$ cat config.mk
export PLATFORM = sky130hd
export DESIGN_NAME = fapm_ram
export DESIGN_NICKNAME = d
export VERILOG_FILES = /design/src/hdl/fapm_ram.sv
export SDC_FILE = /design/constraint.sdc
export NUM_CORES = 1
export LEC_CHECK = 0
export BUFFER_PORTS_ARGS = -buffer_cell sky130_fd_sc_hd__buf_2
export CAP_MARGIN = 20
export CELL_PAD_IN_SITES_DETAIL_PLACEMENT = 0
export CELL_PAD_IN_SITES_GLOBAL_PLACEMENT = 1
export CORE_AREA = 4 4 151 153
export DETAILED_ROUTE_END_ITERATION = 12
export DIE_AREA = 0 0 155 157
export GPL_TIMING_DRIVEN = 0
export PLACE_DENSITY_LB_ADDON = 0.08
export SLEW_MARGIN = 20
export SYNTH_ARGS = -nofsm -noshare
export SYNTH_HDL_FRONTEND = slang
export SYNTH_SLANG_ARGS = --single-unit
$ cat constraint.sdc
create_clock -name clk -period 2.2 [get_ports clk]
set_input_delay 0.33 -clock clk [delete_from_list [all_inputs] [get_ports clk]]
set_output_delay 0.33 -clock clk [all_outputs]
set_load 0.05 [all_outputs]
$ cat src/hdl/fapm_ram.sv
// ----------------------------------------------------------------------------
// fapm_ram: synchronous RAM, one write port and two read ports
// Read data is registered, old data on collision.
// ----------------------------------------------------------------------------
`default_nettype none

module fapm_ram #(
  parameter int W  = 8,
  parameter int D  = 16,
  parameter int AW = 4
) (
  input  wire logic          clk,
  input  wire logic          we,
  input  wire logic [AW-1:0] waddr,
  input  wire logic [W-1:0]  wdata,
  input  wire logic [AW-1:0] raddr_a,
  output logic      [W-1:0]  rdata_a,
  input  wire logic [AW-1:0] raddr_b,
  output logic      [W-1:0]  rdata_b
);

  logic [W-1:0] mem [D];

  // write port
  always_ff @(posedge clk) begin
    if (we) begin
      mem[waddr] <= wdata;
    end
  end

  // registered read ports
  always_ff @(posedge clk) begin
    rdata_a <= mem[raddr_a];
    rdata_b <= mem[raddr_b];
  end

endmodule

`default_nettype wire

== After elaboration in Yosys (flattened, before gate mapping) ==
Memory sizes are Yosys's and may differ from the RTL's. A register that Yosys moved wholly into a read port is not among the register bits.
Index checks and enable logic that the tools add are counted.
Word-level totals
  register bits: 0
  bits of input ports: 22
  memories: 1
  memory bits (writable): 128
Cells by class
  mux-type cells: 2
Memories
  mem: words 16, bits a word 8, read ports 2, clocked after memory_dff 2, write ports 1, RTL line 22  | logic [W-1:0] mem [D];
Operator list (count)
  1-bit two-way mux: 2

== Logic depth before layout (Yosys ltp) ==
  depth after elaboration: 2
  gate-level depth with buffers: 5
  depth with buffers taken out: 3

== Worst setup path before layout ==
Ideal clock, no wire load.
  path kind: input -> register
  start point: input port waddr[2]
  end point: memory mem[0][0], enable pin
  setup slack: 0.377 ns
  arrival time: 1.440 ns
  cell stages on the path: 2
  data required time: 1.817 ns
  path through: or3b_2 nor3_1
RTL lines
  start: declaration: RTL line 14  | input wire logic [AW-1:0] waddr,
  end: declaration: RTL line 22
No word-level cell before the write port.

== Final worst setup path ==
  start point: input port waddr[2]
  end point: memory mem[1][2], enable pin
No word-level cell before the write port.

==> flow_summary.yaml <==
global_routing:
  grt_overflow: 0
  grt_max_degree: 17
  grt_usage_pct: 14.8
  grt_first_pass_wirelength_um: 25000
  grt_pass1_vias: 3656
  antenna_found_initial: 0
die:
  core_area_sq_mm: 0.0216
  pin_count: 38
  die_w_um: 155
  std_cell_rows: 54
  die_h_um: 157
  dieArea_sq_mm: 0.0243
  initial_core_util_pct: 29.4
sta:
  fmax_ghz: 0.553
  holdWs_ns: 0.306
  setup_viol: 0
  slew_viol_final: 0
  fin_crit_sh_pct: 82.1
  tns_ns: 0
  worstMarginPinSlew_ns: 1.12
  period_needed_ns: 1.81
  finClkSkew_ns: 0.00522
  relSlewSlack_pct: 25.1
  rsz0062_at_grt: "false"
  worst_slack_ns: 0.393
  finalHoldViolations: 0
worst_setup_path:
  rr_worst_depth: 3
  worstReg2RegEnd: "rdata_a[0]$_DFF_P_"
  r2r_slack_ns: 0.59
  crit_path_max_fanout: 8
  critical_path_required_ns: 2.23
  path_class: "primary input to register"
  worstPathArrival_ns: 1.84
  r2r_start: "mem[0][0]$_DFFE_PP_"
  end_kind: "register"
  crit_path_start_kind: "primary input"
synthesis:
  syn-mean-instance-area_sq_um: 20.7
  ys.flop_type: "edfxtp_1"
  ys_seq_area_share_pct: 65.6
  synth_cell_type_count: 20
  synthCells: 307
  syn_nets: 329
  synth_edf_count: 128
  synthArstFlopShare_pct: 0
  synth_seq_cells: 144
  yosysWarnings: 0
  syn-cell-area_sq_mm: 0.00635
finish:
  final_common_cell: "edfxtp_1"
  drive_above_1_share_pct: 34.9
  area_delta_synth_final_pct: 18.8
  nets: 387
  fin_cells: 658
  regArea_sq_mm: 0.00416
  final_cell_mix: "edfxtp_1, buf_2, mux4_2"
  fillers: 2016
  antenna_cells: 0
  multi_input_area_sq_mm: 0.00203
detailed_routing:
  ant_nets: 0
  drt_iter0_markers: 256
  vias: 3406
  drt_first_pass_iters: 4
  avgViaCountPerCell: 5.18
  wl_per_cell_um: 26.3
  wirelength_um: 17300
  route.detailed.drc: 0
placed_design:
  io_buffer_count: 35
  post-place-ws_ns: -0.0929
  gp_congestion: 0.743
  place_inst: 626
  hpwlAfterDp_um: 11500
outcome:
  outcome: "complete, no violations"
job:
  cap_viol_max_count: 0
cts:
  cts-root-buf: "clkbuf_16"
  cts_buffer_depth: 2
  ctsHtreeMaxLevel: 4
  cts_setup_buffers: 0
  clk_pin_slew_ns: 0.06
  cts_tree: "built"
  cts_buffers: 17
  cts_hold_buf: 0
  clock-sinks: 144
  cts-resized-gates: 0
  insertion_delay_ns: 0.41
worst_hold_path:
  hold_end: "mem[0][6]$_DFFE_PP_"
  hold_class: "primary input to register"
  hp-start: "wdata[6]"
  hold_depth: 1
pwr:
  p_total_mw: 6.66
  power.density_mw_per_mm2: 883
  p_leak_nw: 2.58
  ir_drop_v: 0.000413
-- cells by family (layout without fill, tap and decap cells) --
family	after synthesis	in the layout	synth area share, %
flops	144	144	65.6
simple gates	47	47	3.43
mux	64	64	24.4
buf+inv	20	91	2.72
compound gates	32	32	3.79
-- cell usage after synthesis (4+ instances only) --
| cell type | count | share of area (%) |
|---|---|---|
| a22oi_1 | 32 | 3.8 |
| buf_2 | 6 | 0.47 |
| buf_6 | 6 | 1.1 |
| clkdlybuf4s25_2 | 6 | 0.95 |
| dfxtp_1 | 16 | 5.0 |
| edfxtp_1 | 128 | 61 |
| mux4_1 | 28 | 12 |
| mux4_2 | 34 | 12 |
| nand2_1 | 17 | 1.0 |
| nor2_1 | 14 | 0.83 |
| nor3_1 | 4 | 0.32 |
-- critical path: stages --
cell	delay [ns]
buf_2	0.11
or3b_2	0.52
nor2_1	0.86
-- final cells by class --
class	count	area share (%)
tap	280	4.64
sequential	144	55.2
clock buffer	25	7.28
buffer	20	2.29
clock inverter	7	0.879
multi-input combinational	143	27.0
timing repair buffer	39	2.72
-- stage by stage --
step	utilization [%]	instance area [sq um]
2_1_floorplan	-	6350
6_report	35.0	7540
5_1_grt	35.0	7540
3_5_place_dp	32.1	6920
3_3_place_gp	31.9	6870
4_1_cts	35.0	7540
-- registers in the layout (all words and copies together) (netlist names) --
| name | cells |
|---|---|
| rdata_a | 8 |
| rdata_b | 8 |
| mem | 128 |
-- per-layer routing --
| metal | wire length (um) | track usage (%) |
|---|---|---|
| met3 | 672 | 3.33 |
| met5 | 0 | 0 |
| met4 | 433 | 5.51 |
| met2 | 8590 | 24.2 |
| met1 | 7590 | 19.5 |
-- how the worst max path moves through the flow --
stage / start / to / slack [ns] / cells past startpoint
floorplan: waddr[2] / mem[0][0]$_DFFE_PP_ / 0.38 / 2
global placement: waddr[2] / mem[0][2]$_DFFE_PP_ / -0.55 / 3
detailed placement: waddr[2] / mem[1][2]$_DFFE_PP_ / -0.09 / 3
CTS: waddr[2] / mem[1][2]$_DFFE_PP_ / 0.35 / 3
global route: waddr[2] / mem[1][2]$_DFFE_PP_ / 0.37 / 3
finish: waddr[2] / mem[1][2]$_DFFE_PP_ / 0.39 / 3
-- report_power, final --
part | switching [mW] | internal, mW
clock network | 1.10 | 1.85
logic | 0.399 | 0.220
registers | 0.0248 | 3.06
total | 1.53 | 5.13
Power figures use the tool's default switching activity.
